==> src/design/brlc_pkg.sv <==
// ----------------------------------------------------------------------------
// brlc_pkg
// Shared types and constants for the block-read LRU cache policy.
// ----------------------------------------------------------------------------
package brlc_pkg;

  localparam int TAG_W   = 18;
  localparam int CNT_W   = 16;
  localparam int OFF_W   = 24;
  localparam int LEN_W   = 16;
  localparam int SHIFT_W = 4;
  localparam int ACT_W   = 5;
  localparam int START_W = 12;
  localparam int CLEN_W  = 13;
  localparam int OSLOT_W = 4;

  localparam logic [SHIFT_W-1:0] SHIFT_MIN = 4'd6;
  localparam logic [SHIFT_W-1:0] SHIFT_MAX = 4'd12;
  localparam logic [SHIFT_W-1:0] SHIFT_RST = 4'd9;
  localparam logic [CNT_W-1:0]   CNT_MAX   = 16'hFFFF;

  localparam logic REG_SHIFT  = 1'b0;
  localparam logic REG_ACTIVE = 1'b1;

  typedef struct packed {
    logic init;
    logic start;
    logic lookup;
    logic update;
    logic scan_init;
    logic scan_step;
    logic advance;
  } cmd_t;

  typedef struct packed {
    logic too_many;
    logic hit;
    logic need_scan;
    logic scan_done;
    logic last_blk;
  } sts_t;

endpackage

==> src/design/brlc_datapath.sv <==
// ----------------------------------------------------------------------------
// brlc_datapath
// Slot tags, counts, recency ranks, block walk and most-accessed tracking.
// ----------------------------------------------------------------------------
module brlc_datapath #(
  parameter int SLOTS = 16,
  parameter int MAXB  = 64
) (
  input  logic                          clk,
  input  brlc_pkg::cmd_t                cmd,
  output brlc_pkg::sts_t                sts,
  input  logic [brlc_pkg::SHIFT_W-1:0]  shift_cfg,
  input  logic [brlc_pkg::ACT_W-1:0]    act_cfg,
  input  logic [brlc_pkg::OFF_W-1:0]    in_off,
  input  logic [brlc_pkg::LEN_W-1:0]    in_len,
  output logic [brlc_pkg::TAG_W-1:0]    o_block,
  output logic [brlc_pkg::OSLOT_W-1:0]  o_slot,
  output logic                          o_hit,
  output logic [brlc_pkg::START_W-1:0]  o_start,
  output logic [brlc_pkg::CLEN_W-1:0]   o_len,
  output logic [brlc_pkg::OSLOT_W-1:0]  o_top,
  output logic                          o_last
);
  import brlc_pkg::*;

  localparam int SW = $clog2(SLOTS);
  localparam int NW = $clog2(SLOTS + 1);

  logic [TAG_W-1:0] tag_r [SLOTS];
  logic [SLOTS-1:0] val_r;
  logic [CNT_W-1:0] cnt_r [SLOTS];
  logic [SW-1:0]    rank_r [SLOTS];
  logic [SW-1:0]    top_r;
  logic [CNT_W-1:0] topc_r;

  logic [SHIFT_W-1:0] sh;
  logic [NW-1:0]      n;
  logic [NW-1:0]      act_ext;
  always_comb begin
    sh = shift_cfg;
    if (sh < SHIFT_MIN) sh = SHIFT_MIN;
    if (sh > SHIFT_MAX) sh = SHIFT_MAX;
    act_ext = (ACT_W >= NW) ? NW'(act_cfg) : NW'(act_cfg);
    n = act_ext;
    if ({27'd0, act_cfg} < 32'd2) n = NW'(2);
    if ({27'd0, act_cfg} > 32'(SLOTS)) n = NW'(SLOTS);
  end

  logic [OFF_W:0] cur_r, last_r, off_r, endb_r;
  logic [OFF_W:0] endb, firstb, lastb, nblk;
  always_comb begin
    endb   = {1'b0, in_off} + {9'd0, in_len} - 25'd1;
    firstb = {1'b0, in_off} >> sh;
    lastb  = endb >> sh;
    nblk   = lastb - firstb + 25'd1;
  end

  logic [TAG_W-1:0] tag_cur;
  assign tag_cur = cur_r[TAG_W-1:0];

  logic             fnd_r, hit_sel;
  logic [SW-1:0]    hs_r, vic_r, sel_r;
  logic [SLOTS-1:0] match;
  logic [SW-1:0]    hs, vs;
  logic             hf;
  always_comb begin
    hf = 1'b0; hs = '0; vs = '0;
    for (int i = 0; i < SLOTS; i++) begin
      match[i] = (NW'(i) < n) && val_r[i] && (tag_r[i] == tag_cur);
      if (match[i] && !hf) begin
        hf = 1'b1; hs = SW'(i);
      end
      if ((NW'(i) < n) && rank_r[i] == '0) vs = SW'(i);
    end
  end
  assign hit_sel = fnd_r;

  logic [SW-1:0] srank_r;
  logic          sdone_r;

  logic [OFF_W:0] bstart, bend, lo, hi;
  always_comb begin
    bstart = cur_r << sh;
    bend   = bstart + (25'd1 << sh) - 25'd1;
    lo     = (off_r > bstart) ? off_r : bstart;
    hi     = (endb_r < bend) ? endb_r : bend;
  end

  logic [CNT_W-1:0] newc;
  logic [SW-1:0]    s;
  always_comb begin
    s    = fnd_r ? hs_r : vic_r;
    newc = fnd_r ? ((cnt_r[hs_r] < CNT_MAX) ? cnt_r[hs_r] + 16'd1 : cnt_r[hs_r]) : 16'd1;
  end

  always_ff @(posedge clk) begin
    if (cmd.init) begin
      val_r  <= '0;
      topc_r <= '0;
      top_r  <= SW'(n - NW'(1));
      for (int i = 0; i < SLOTS; i++) begin
        cnt_r[i]  <= '0;
        rank_r[i] <= SW'(i);
      end
    end else begin
      if (cmd.start) begin
        cur_r  <= firstb;
        last_r <= lastb;
        off_r  <= {1'b0, in_off};
        endb_r <= endb;
      end
      if (cmd.lookup) begin
        fnd_r <= hf;
        hs_r  <= hs;
        vic_r <= vs;
      end
      if (cmd.update) begin
        for (int i = 0; i < SLOTS; i++)
          if ((NW'(i) < n) && rank_r[i] > rank_r[s]) rank_r[i] <= rank_r[i] - SW'(1);
        rank_r[s] <= SW'(n - NW'(1));
        cnt_r[s]  <= newc;
        sel_r     <= s;
        o_start   <= START_W'(lo - bstart);
        o_len     <= CLEN_W'(hi - lo + 25'd1);
        if (!fnd_r) begin
          tag_r[s] <= tag_cur;
          val_r[s] <= 1'b1;
        end
        if (cmd.scan_init) begin
          topc_r <= '0;
        end else if (newc >= topc_r) begin
          topc_r <= newc;
          top_r  <= s;
        end
      end
      if (cmd.scan_init) begin
        srank_r <= SW'(n - NW'(1));
        sdone_r <= 1'b0;
      end
      if (cmd.scan_step) begin
        for (int i = 0; i < SLOTS; i++)
          if ((NW'(i) < n) && rank_r[i] == srank_r && cnt_r[i] > topc_r) begin
            topc_r <= cnt_r[i];
            top_r  <= SW'(i);
          end
        srank_r <= srank_r - SW'(1);
        sdone_r <= (srank_r == '0);
      end
      if (cmd.advance) cur_r <= cur_r + 25'd1;
    end
  end

  assign sts.too_many  = nblk > 25'(MAXB);
  assign sts.hit       = hit_sel;
  assign sts.need_scan = !fnd_r && (vic_r == top_r);
  assign sts.scan_done = sdone_r;
  assign sts.last_blk  = (cur_r == last_r);

  assign o_block = tag_cur;
  assign o_slot  = OSLOT_W'(sel_r);
  assign o_hit   = fnd_r;
  assign o_top   = OSLOT_W'(top_r);
  assign o_last  = (cur_r == last_r);
endmodule

==> src/design/brlc_ctrl.sv <==
// ----------------------------------------------------------------------------
// brlc_ctrl
// Sequencer: per block lookup, update, optional rescan, then output; requests with too many blocks fail.
// ----------------------------------------------------------------------------
module brlc_ctrl (
  input  logic           clk,
  input  logic           rst_n,
  input  logic           cfg_wr,
  input  logic           in_valid,
  output logic           in_stall,
  input  logic           in_zero,
  output logic           out_valid,
  input  logic           out_stall,
  output logic           out_fail,
  output brlc_pkg::cmd_t cmd,
  input  brlc_pkg::sts_t sts
);
  import brlc_pkg::*;

  typedef enum logic [6:0] {
    S_INIT   = 7'b0000001,
    S_IDLE   = 7'b0000010,
    S_LOOK   = 7'b0000100,
    S_UPD    = 7'b0001000,
    S_SCAN   = 7'b0010000,
    S_OUT    = 7'b0100000,
    S_FAIL   = 7'b1000000
  } state_t;

  state_t state_r, state_nxt;

  always_comb begin
    state_nxt = state_r;
    cmd = '0;
    in_stall = 1'b1;
    out_valid = 1'b0;
    out_fail = 1'b0;
    case (state_r)
      S_INIT: begin
        cmd.init = 1'b1;
        state_nxt = S_IDLE;
      end
      S_IDLE: begin
        in_stall = 1'b0;
        if (in_valid && !in_zero) begin
          cmd.start = 1'b1;
          state_nxt = sts.too_many ? S_FAIL : S_LOOK;
        end
      end
      S_LOOK: begin
        cmd.lookup = 1'b1;
        state_nxt = S_UPD;
      end
      S_UPD: begin
        cmd.update = 1'b1;
        if (sts.need_scan) begin
          cmd.scan_init = 1'b1;
          state_nxt = S_SCAN;
        end else begin
          state_nxt = S_OUT;
        end
      end
      S_SCAN: begin
        cmd.scan_step = 1'b1;
        if (sts.scan_done) begin
          cmd.scan_step = 1'b0;
          state_nxt = S_OUT;
        end
      end
      S_OUT: begin
        out_valid = 1'b1;
        if (!out_stall) begin
          if (sts.last_blk) begin
            state_nxt = S_IDLE;
          end else begin
            cmd.advance = 1'b1;
            state_nxt = S_LOOK;
          end
        end
      end
      S_FAIL: begin
        out_valid = 1'b1;
        out_fail = 1'b1;
        if (!out_stall) state_nxt = S_IDLE;
      end
      default: state_nxt = S_INIT;
    endcase
    if (cfg_wr) state_nxt = S_INIT;
  end

  always_ff @(posedge clk) begin
    if (!rst_n) begin
      state_r <= S_INIT;
    end else begin
      state_r <= state_nxt;
    end
  end
endmodule

==> src/design/block_read_lru_cache_policy_top.sv <==
// Each block passes through the lookup, update and output states, with a
// rank-ordered rescan loop added when the evicted slot was the most-accessed one.
// One request is taken at a time; the input stalls until every block of the
// request has been output, and output stalls hold the sequencer.
// Reset: synchronous active low; the init state restores cache state, and a
// register write also sends the sequencer back through the init state.
// ----------------------------------------------------------------------------
// block_read_lru_cache_policy_top
// Splits read requests into blocks and runs LRU slot policy per block.
// ----------------------------------------------------------------------------
module block_read_lru_cache_policy_top #(
  parameter int SLOTS = 16,
  parameter int MAX_BLOCKS_PER_READ = 64
) (
  input  logic                          clk,
  input  logic                          rst_n,
  input  logic                          cfg_valid,
  output logic                          cfg_ready,
  input  logic                          cfg_index,
  input  logic [brlc_pkg::ACT_W-1:0]    cfg_data,
  input  logic                          in_valid,
  output logic                          in_stall,
  input  logic [brlc_pkg::OFF_W-1:0]    in_byte_offset,
  input  logic [brlc_pkg::LEN_W-1:0]    in_byte_count,
  output logic                          out_valid,
  input  logic                          out_stall,
  output logic [brlc_pkg::TAG_W-1:0]    out_block_index,
  output logic [brlc_pkg::OSLOT_W-1:0]  out_slot,
  output logic                          out_hit,
  output logic [brlc_pkg::START_W-1:0]  out_copy_start,
  output logic [brlc_pkg::CLEN_W-1:0]   out_copy_len,
  output logic [brlc_pkg::OSLOT_W-1:0]  out_top_slot,
  output logic                          out_is_last,
  output logic                          out_failed
);
  import brlc_pkg::*;

  logic [SHIFT_W-1:0] shift_r;
  logic [ACT_W-1:0]   act_r;
  cmd_t cmd;
  sts_t sts;
  logic cfg_wr, fail;
  logic [TAG_W-1:0] blk;
  logic [OSLOT_W-1:0] sl, tp;
  logic hh, ll;
  logic [START_W-1:0] cs;
  logic [CLEN_W-1:0] cl;

  assign cfg_ready = 1'b1;
  assign cfg_wr = cfg_valid;

  always_ff @(posedge clk) begin
    if (!rst_n) begin
      shift_r <= SHIFT_RST;
      act_r   <= ACT_W'(16);
    end else if (cfg_wr) begin
      if (cfg_index == REG_SHIFT) shift_r <= cfg_data[SHIFT_W-1:0];
      else act_r <= cfg_data;
    end
  end

  brlc_ctrl u_ctrl (
    .clk(clk), .rst_n(rst_n), .cfg_wr(cfg_wr), .in_valid(in_valid),
    .in_stall(in_stall), .in_zero(in_byte_count == '0), .out_valid(out_valid),
    .out_stall(out_stall), .out_fail(fail), .cmd(cmd), .sts(sts)
  );

  brlc_datapath #(.SLOTS(SLOTS), .MAXB(MAX_BLOCKS_PER_READ)) u_dp (
    .clk(clk), .cmd(cmd), .sts(sts), .shift_cfg(shift_r), .act_cfg(act_r),
    .in_off(in_byte_offset), .in_len(in_byte_count), .o_block(blk), .o_slot(sl),
    .o_hit(hh), .o_start(cs), .o_len(cl), .o_top(tp), .o_last(ll)
  );

  assign out_block_index = fail ? '0 : blk;
  assign out_slot        = fail ? '0 : sl;
  assign out_hit         = fail ? 1'b0 : hh;
  assign out_copy_start  = fail ? '0 : cs;
  assign out_copy_len    = fail ? '0 : cl;
  assign out_top_slot    = tp;
  assign out_is_last     = fail ? 1'b1 : ll;
  assign out_failed      = fail;

  a_fail_last: assert property (@(posedge clk) disable iff (!rst_n)
    out_valid && out_failed |-> out_is_last) else $error("fail not last");
  a_no_take: assert property (@(posedge clk) disable iff (!rst_n)
    out_valid |-> in_stall) else $error("input taken while output pending");
endmodule
==> config.mk <==
export PLATFORM = sky130hd
export DESIGN_NAME = block_read_lru_cache_policy_top
export DESIGN_NICKNAME = d
export VERILOG_FILES = /design/src/design/brlc_pkg.sv /design/src/design/brlc_datapath.sv /design/src/design/brlc_ctrl.sv /design/src/design/block_read_lru_cache_policy_top.sv
export SDC_FILE = /design/constraint.sdc
export NUM_CORES = 2
export LEC_CHECK = 0
export ABC_AREA = 1
export BUFFER_PORTS_ARGS = -buffer_cell sky130_fd_sc_hd__buf_2
export CAP_MARGIN = 20
export CELL_PAD_IN_SITES_DETAIL_PLACEMENT = 1
export CELL_PAD_IN_SITES_GLOBAL_PLACEMENT = 1
export CORE_ASPECT_RATIO = 0.5
export CORE_MARGIN = 1
export CORE_UTILIZATION = 45
export DETAILED_ROUTE_END_ITERATION = 6
export GPL_ROUTABILITY_DRIVEN = 0
export PLACE_DENSITY = 0.82
export SETUP_SLACK_MARGIN = 0.5
export SLEW_MARGIN = 0
export SYNTH_ARGS = -nofsm -noshare
export SYNTH_HDL_FRONTEND = slang
export SYNTH_SLANG_ARGS = --single-unit
==> constraint.sdc <==
create_clock -name clk -period 11.1 [get_ports clk]
set_input_delay 1.11 -clock clk [delete_from_list [all_inputs] [get_ports clk]]
set_output_delay 1.11 -clock clk [all_outputs]
set_load 0.05 [all_outputs]
After elaboration in Yosys (flattened, before gate mapping)
Memory sizes are Yosys's and may differ from the RTL's.
Cells that the tools add are included.
{"block": "op_classes", "n_reduce_logical": 167, "bitwise": 21, "n_addsub": 29, "muxes": 221, "order_cmp": 59, "n_shift": 4, "eq_ne": 45}
{"cell": "16-bit 2-to-1 mux", "count": 23}
{"cell": "18-bit == test", "count": 16}
{"cell": "16-bit > comparator", "count": 16}
{"cell": "4-bit 2-to-1 mux", "count": 44}
{"cell": "1-bit logical AND", "count": 113}
{"cell": "1-bit 2-to-1 mux", "count": 111}
{"cell": "4-bit by 1-bit subtractor with 4-bit output, second input constant", "count": 18}
{"cell": "4-bit == test", "count": 17}
{"cell": "4-bit > comparator", "count": 16}
{"cell": "4-bit zero test", "count": 16}
{"cell": "3-bit 2-to-1 mux", "count": 17}
{"cell": "25-bit by 1-bit adder with 25-bit output, second input constant", "count": 2}
{"cell": "25-bit 2-to-1 mux", "count": 2}
{"cell": "25-bit by 1-bit subtractor with 25-bit output, second input constant", "count": 2}
{"cell": "7-bit case mux with 7 select lines", "count": 1}
{"cell": "4-bit by 5-bit < comparator with 1-bit output, first input constant", "count": 8}
{"cell": "13-bit 2-to-1 mux", "count": 3}
{"cell": "7-bit 2-to-1 mux", "count": 5}
{"cell": "24-bit by 16-bit adder with 25-bit output", "count": 1}
{"cell": "25-bit adder", "count": 1}
{"cell": "25-bit == test", "count": 1}
{"cell": "24-bit by 25-bit > comparator with 1-bit output", "count": 1}
{"cell": "25-bit by 7-bit > comparator with 1-bit output, second input constant", "count": 1}
{"cell": "25-bit < comparator", "count": 1}
{"cell": "47 further kinds", "count": 110}
{"block": "totals", "ram_bits": 608, "regBits": 194, "in_bits": 51, "elab_cells": 573, "memories": 3, "out_inout_bits": 57}
{"name": "u_dp.tag_r", "words": 16, "word_bits": 18, "read_ports": 16, "rd_ports_with_merged_regs": 0, "wr": 1, "line": "brlc_datapath.sv:29", "rtl": "logic [TAG_W-1:0] tag_r [SLOTS];"}
{"name": "u_dp.cnt_r", "words": 16, "word_bits": 16, "read_ports": 17, "rd_ports_with_merged_regs": 0, "wr": 16, "line": "brlc_datapath.sv:31", "rtl": "logic [CNT_W-1:0] cnt_r [SLOTS];"}
{"name": "u_dp.rank_r", "words": 16, "word_bits": 4, "read_ports": 17, "rd_ports_with_merged_regs": 0, "wr": 17, "line": "brlc_datapath.sv:32", "rtl": "logic [SW-1:0] rank_r [SLOTS];"}

Logic depth before layout (Yosys ltp)
{"block": "depth", "depth_word": 52, "depth_mapped": 62, "ltp_nobuf": 57}

Modules after synthesis
From an unflattened synthesis, not the netlist that was laid out.
{"block": "unflattened", "hier_cells": 6807, "area_unflattened_um2": 57234.9}
{"mod": "brlc_datapath", "cells_each": 6541, "instances": 1, "seq_area_each_um2": 23242.3, "area_per_inst_um2": 55846.1}
{"mod": "block_read_lru_cache_policy_top", "cells_each": 172, "instances": 1, "seq_area_each_um2": 180.2, "area_per_inst_um2": 827.0}
{"mod": "brlc_ctrl", "cells_each": 94, "instances": 1, "seq_area_each_um2": 140.1, "area_per_inst_um2": 561.8}

Least setup slack after synthesis
No wires, ideal clock.
{"block": "synth_path", "path_type": "register to register", "startpoint": "reg u_dp.cur_r[7]", "endpoint": "reg u_dp.o_len[12] (netlist name), data pin", "setup_ns": 0.260, "slack_ns": 3.261, "path_stages_with_launch": 58, "required_ns": 10.840, "n_path_buf": 5, "period_less_slack_ns": 7.839, "arrival_time_ns": 7.580, "path_cell_list": "edfxtp_1 -> clkbuf_1 -> inv_1 -> clkbuf_1 -> clkbuf_1 -> clkbuf_1 -> o21ai_0 -> nand2_1 -> o21ai_0 -> nand2_1 -> o21ai_0 -> inv_1 -> nor2_1 -> inv_1 -> ha_1 -> inv_1 -> ha_1 -> inv_1 -> [22 not listed] -> o21ai_0 -> ha_1 -> inv_1 -> ha_1 -> nand3_1 -> nand2_1 -> a21oi_1 -> nor2_1 -> o21ai_0 -> nand2_1 -> a21oi_1 -> o21ai_0 -> a21oi_1 -> nor2_1 -> nor2_1 -> xnor2_1 -> xor2_1 -> xnor2_1"}
{"block": "synth_via", "elab_chain_len": 7, "elab_cells_between_ends": 9, "cone_classes": "add/sub (4); order compare (2); shift (1); mux (2)"}
{"element": "start, declared", "line": "brlc_datapath.sv:49", "rtl": "logic [OFF_W:0] cur_r, last_r, off_r, endb_r;"}
{"element": "start signal, assigned", "line": "brlc_datapath.sv:107", "rtl": "cur_r <= firstb;"}
{"element": "start signal, assigned", "line": "brlc_datapath.sv:149", "rtl": "if (cmd.advance) cur_r <= cur_r + 25'd1;"}
{"element": "25-bit by 4-bit left shift with 25-bit output (*)", "line": "brlc_datapath.sv:83", "rtl": "bstart = cur_r << sh;"}
{"element": "25-bit adder", "line": "brlc_datapath.sv:84", "rtl": "bend = bstart + (25'd1 << sh) - 25'd1;"}
{"element": "25-bit by 1-bit subtractor with 25-bit output", "line": "brlc_datapath.sv:84"}
{"element": "25-bit < comparator", "line": "brlc_datapath.sv:86", "rtl": "hi = (endb_r < bend) ? endb_r : bend;"}
{"element": "13-bit 2-to-1 mux", "line": "brlc_datapath.sv:86"}
{"element": "13-bit subtractor (*)", "line": "brlc_datapath.sv:124", "rtl": "o_len <= CLEN_W'(hi - lo + 25'd1);"}
{"element": "13-bit by 1-bit adder with 13-bit output (*)", "line": "brlc_datapath.sv:124"}
{"element": "end signal, assigned", "line": "brlc_datapath.sv:124"}
{"element": "end, declared", "line": "brlc_datapath.sv:20", "rtl": "output logic [brlc_pkg::CLEN_W-1:0] o_len,"}
Mark *: on every way between the ends. The rest lies on a longest branch, timed or not.
A chain may end at the register's enable or synchronous reset.

Worst setup path in the final report
{"block": "layout_path", "startpoint": "reg shift_r[3]", "endpoint": "reg u_dp.o_len[12] (netlist name), data pin"}
{"block": "layout_via", "elab_chain_len": 11, "elab_cells_between_ends": 14, "cone_classes": "add/sub (4); order compare (4); shift (2); mux (4)"}
{"element": "start, declared", "line": "block_read_lru_cache_policy_top.sv:38", "rtl": "logic [SHIFT_W-1:0] shift_r;"}
{"element": "start signal, assigned", "line": "block_read_lru_cache_policy_top.sv:57", "rtl": "if (cfg_index == REG_SHIFT) shift_r <= cfg_data[SHIFT_W-1:0];"}
{"element": "4-bit by 3-bit < comparator with 1-bit output", "line": "brlc_datapath.sv:41", "rtl": "if (sh < SHIFT_MIN) sh = SHIFT_MIN;"}
{"element": "4-bit 2-to-1 mux (*)", "line": "brlc_datapath.sv:41"}
{"element": "4-bit > comparator", "line": "brlc_datapath.sv:42", "rtl": "if (sh > SHIFT_MAX) sh = SHIFT_MAX;"}
{"element": "4-bit 2-to-1 mux (*)", "line": "brlc_datapath.sv:42"}
{"element": "25-bit by 4-bit left shift with 25-bit output or 1-bit by 4-bit left shift with 25-bit output (tied branches)", "line": "brlc_datapath.sv:83, brlc_datapath.sv:84"}
{"element": "25-bit adder", "line": "brlc_datapath.sv:84"}
{"element": "25-bit by 1-bit subtractor with 25-bit output", "line": "brlc_datapath.sv:84"}
{"element": "25-bit < comparator", "line": "brlc_datapath.sv:86"}
{"element": "13-bit 2-to-1 mux", "line": "brlc_datapath.sv:86"}
{"element": "13-bit subtractor (*)", "line": "brlc_datapath.sv:124"}
{"element": "13-bit by 1-bit adder with 13-bit output (*)", "line": "brlc_datapath.sv:124"}
Marked as above.

==> impl.org <==
** Detailed routing
- Per-cell via count in the routed design :: 6.13
- In the routed design, unresolved DRC markers number 0.
- Count of vias placed by the detailed router :: 52500
- Initial DRC count :: 5691
- The first detailed-routing pass ran for 6 iterations.
- Detailed-route wire length per cell :: 25.9 um
- The detail route stage leaves a number of antenna-violating nets equal to 0.
- Total routed wirelength :: 222000 um

** Floorplanning
- The core region is 0.124 mm2.
- Count of pins on the block boundary :: 108
- Row generation in the floorplan step produced 91 rows.
- For this configuration, the core starts out at a cell density of 0.458.
- The die covers 0.128 mm2.
- Die boundary height :: 253 um
- Measured along the x axis, the die boundary spans 505 um.

** STA
- The final number of hold-violating endpoints was 0.
- Post-route worst setup slack :: 1.93 ns
- Min Tclk post-route :: 9.17 ns
- Timing would allow up to 0.109 GHz.
- Final Setup Violations :: 0
- The final max-slew violation count came to 0.
- Summed over all failing endpoints, the final setup total negative slack is 0 ns.
- At the pin with the least slew margin, the transition time is 1.21 ns.
- Part of the cycle the worst path needs :: 0.826
- Final hold slack :: 0.472 ns
- Setup repair after global routing left no endpoint under its margin.
- Clock tree skew after final layout :: 0.0405 ns
- The worst pin sits at a relative slew slack of 0.191.

** Cells and area
- Once layout is complete, the utilization of the core stands at 0.502.
- In the layout the commonest cells are sky130_fd_sc_hd__nand2_1, sky130_fd_sc_hd__inv_1, sky130_fd_sc_hd__edfxtp_1.
- Most frequent standard cell in the layout excluding fill and tap cells :: sky130_fd_sc_hd__nand2_1
- Fill cells in the final layout number 14900.
- Area used by sequential logic in the layout :: 0.0236 mm2
- In the final layout, the share of cells above drive strength 1 is 0.0753.
- Number of nets in the final layout :: 7438
- From synthesis to final layout, the design area changed by 9.75%.
- Summing all multi-input logic gate instances after layout gives 0.0289 mm2.

** Worst setup path
- STA puts the critical path data arrival time at 9.64 ns.
- Worst Path Class, Setup :: reg -> reg
- Across all register-to-register paths, the minimum setup slack is 1.93 ns.
- Type of origin of the critical path :: register
- At the worst endpoint, the required time is 11.57 ns.
- Type of destination of the critical path :: register
- Slowest cell on crit path :: sky130_fd_sc_hd__nand2_2
- In this run the worst path has a maximum fanout of 38.
- The cell that appears most often on the critical path is sky130_fd_sc_hd__a21oi_1.
- For this run, the slowest stage of the critical path takes 0.56 ns.

** Global route
- Global routing finished with a remaining overflow of 0.
- In the global route stage, met3 resource usage came out at 0.0632.
- Antenna violations before repair :: 6
- Overall Global Routing Usage :: 0.341
- The first global-routing pass estimated 329000 um of wire.
- Maximum number of pins on one net before global-route repair :: 151
- Most congested layer reported by global routing :: met2
- Global routing met2 resource utilization :: 0.553
- GR met1 Demand/Resource :: 0.438
- The number of global-route vias before repair is 53100.

** Clock network
- Clock tree root driver cell :: sky130_fd_sc_hd__clkbuf_16
- TritonCTS clock tree :: done
- The longest clock path from root to sink contains 3 buffers.
- Clock-pin slew was measured on the worst setup and hold paths at 0.07 ns.
- Clock tree synthesis found a total of 802 sinks.
- In this run, post-CTS repair resized a total of 0 instances.
- Clock Latency Late Sink :: 0.75 ns
- Buffers inserted to repair hold after CTS numbered 0.
- Number of buffers inserted during clock tree synthesis :: 82
- Number of H-tree levels :: 3
- Post-CTS Setup Repair Bufs :: 0

** Power and ir drop
- For this design the static power due to leakage is 26.7 nW.
- Maximum VDD drop :: 0.109 mV
- Net Sw Frac :: 0.347
- The share of total power dissipated in combinational logic is 0.294.
- Internal :: 0.00624 W
- Overall power of the completed layout :: 0.00956 W
- Share of total power in the clock network :: 0.330
- Sequential fraction of design power :: 0.376
- Summed over all nets, the switching power comes to 0.00332 W.
- P per Cell Area :: 153 mW/mm2

** Logic synthesis
- Synthesized-area fraction occupied by ao, oa, aoi and oai cells :: 0.141
- Of the total synthesized cell area, the portion taken by XOR and XNOR cells is 0.0440.
- Area of the mapped netlist :: 0.0569 mm2
- After synthesis, the cell types taking the most area are sky130_fd_sc_hd__edfxtp_1, sky130_fd_sc_hd__ha_1, sky130_fd_sc_hd__nand2_1, sky130_fd_sc_hd__inv_1, sky130_fd_sc_hd__o21ai_0.
- Of the synthesized area, sequential elements account for 0.414.
- Main combinational cell family by area after synthesis :: simple AND/OR/NAND/NOR gates
- Synthesis inferred 802 register bits.
- Dividing the synthesized area by the synthesized cell count gives 8.45 um2.
- The cell count after synthesis came out at 6737.
- The most used flip-flop cell after synthesis is sky130_fd_sc_hd__edfxtp_1.
- Of the total synthesized cell area, the portion taken by AND, OR, NAND and NOR gates is 0.192.
- Number of synthesis warnings :: 0
- Yosys mapped a number of flops with a built-in enable equal to 750.
- In this run, distinct cell masters in the synthesized netlist total 78.
- Yosys top cell area share :: 0.396
- Of the post-synthesis cell area, the part taken by muxes is 0.00194.
- Share of synthesized cell area in full adder, half adder and majority cells :: 0.125
- The biggest area contributor in the post-synthesis netlist is sky130_fd_sc_hd__edfxtp_1.
- Async SR Flop Fraction :: 0

** Place
- Count of buffers from port buffering :: 106
- Prior to clock tree synthesis, the placed netlist has a worst setup slack of 2.20 ns.
- Dpl hpwl :: 157000 um

** Outcome
- Status :: finished, final reports clean

** Job
- Max-cap violations in this run came to 0.

** Worst hold path
- Hold WC Path Type :: reg -> reg
-- worst max-delay path: cells and delay by family, from the launching register on --
kind | cells | cell delay (ns)
AO/OA/AOI/OAI | 16 | 3.23
XOR/XNOR | 4 | 0.57
adder cells (fa/ha/maj) | 5 | 1.38
buffers and inverters | 5 | 1.12
flip-flops | 1 | 0.34
AND/OR/NAND/NOR | 18 | 2.23
-- routing by layer --
| layer | part of all wire | up-vias |
|---|---|---|
| li1 | - | 23300 |
| met1 | 0.40 | 25900 |
| met2 | 0.45 | 2696 |
| met3 | 0.094 | 675 |
| met4 | 0.052 | 4 |
| met5 | 0.00012 | - |
-- cells by family (layout without fill, tap and decap cells) --
group                    Yosys count  in the layout
AND/OR/NAND/NOR                 2555           2555
multiplexers                      11             11
adder cells (fa/ha/maj)          568            568
buffers and inverters           1167           1278
other                              2             46
XOR/XNOR                         286            286
flip-flops                       802            802
AO/OA/AOI/OAI                   1346           1346
-- sequential cells by signal, summed over array words and instances, names as in the netlist, 5 cells and up --
| signal | flops |
|---|---|
| u_dp.tag_r | 288 |
| u_dp.rank_r | 64 |
| u_ctrl.state_r | 7 |
| u_dp.topc_r | 16 |
| act_r | 5 |
| u_dp.o_len | 13 |
| u_dp.endb_r | 25 |
| u_dp.last_r | 25 |
| u_dp.off_r | 24 |
| u_dp.cur_r | 25 |
| u_dp.cnt_r | 256 |
| u_dp.o_start | 12 |
| u_dp.val_r | 16 |
-- cell usage after synthesis (9+ instances only) --
library cell and n:
sky130_fd_sc_hd__a21oi_1 356, sky130_fd_sc_hd__o221ai_1 21, sky130_fd_sc_hd__inv_1 848, sky130_fd_sc_hd__a22oi_1 32, sky130_fd_sc_hd__o22ai_1 105, sky130_fd_sc_hd__xor2_1 167
sky130_fd_sc_hd__ha_1 564, sky130_fd_sc_hd__nor4_1 55, sky130_fd_sc_hd__a2111oi_0 13, sky130_fd_sc_hd__a211oi_1 47, sky130_fd_sc_hd__nor2_2 9, sky130_fd_sc_hd__clkbuf_1 167
sky130_fd_sc_hd__xnor2_1 119, sky130_fd_sc_hd__a31oi_1 31, sky130_fd_sc_hd__edfxtp_1 750, sky130_fd_sc_hd__o21ai_1 37, sky130_fd_sc_hd__buf_1 34, sky130_fd_sc_hd__o21ai_0 456
sky130_fd_sc_hd__buf_2 56, sky130_fd_sc_hd__nand2_2 24, sky130_fd_sc_hd__o211ai_1 68, sky130_fd_sc_hd__nor2_1 608, sky130_fd_sc_hd__clkinv_1 22, sky130_fd_sc_hd__inv_2 12
sky130_fd_sc_hd__or2_2 53, sky130_fd_sc_hd__o2111ai_1 19, sky130_fd_sc_hd__mux2i_1 11, sky130_fd_sc_hd__buf_6 18, sky130_fd_sc_hd__o21bai_1 25, sky130_fd_sc_hd__nand4_1 95
sky130_fd_sc_hd__a221oi_1 48, sky130_fd_sc_hd__o31ai_1 9, sky130_fd_sc_hd__nor3_1 57, sky130_fd_sc_hd__a22o_1 20, sky130_fd_sc_hd__dfxtp_1 52, sky130_fd_sc_hd__nand3_1 319
sky130_fd_sc_hd__a21o_1 9, sky130_fd_sc_hd__nand2_1 1283
-- final cells by class --
type,instances,area share
diodes,4,0.000160
clock buffers,111,0.0377
clock inverters,42,0.0100
inverters,885,0.0533
multi-input cells,4808,0.463
flip-flops and latches,802,0.377
well taps,1674,0.0335
repair buffers,240,0.0248
-- power groups by stage --
stage	registers, W	clock network [W]	logic, W
after floorplan	0.00362	0	0.00194
after global placement	0.00365	0	0.00262
after detailed placement	0.00366	0	0.00273
after CTS	0.00359	0.00315	0.00276
after global routing	0.00360	0.00325	0.00311
final	0.00360	0.00315	0.00281
-- final timing paths --
kind / from / endpoint / depth (start not counted)
min: u_dp.val_r[12]$_SDFFE_PP0P_ / u_dp.val_r[12]$_SDFFE_PP0P_ / 2
max reg2reg: shift_r[3]$_SDFFE_PN1P_ / u_dp.o_len[12]$_DFFE_PP_ / 48
max: shift_r[3]$_SDFFE_PN1P_ / u_dp.o_len[12]$_DFFE_PP_ / 48
min reg2reg: u_dp.val_r[12]$_SDFFE_PP0P_ / u_dp.val_r[12]$_SDFFE_PP0P_ / 2
-- metrics by stage --
stage               cells  cell area, um2
floorplan            6777           57000
global route         8564           62400
CTS                  8559           62400
global placement     8405           59400
detailed placement   8406           59400
finish               8566           62400
(Power assumes the default switching activity.)
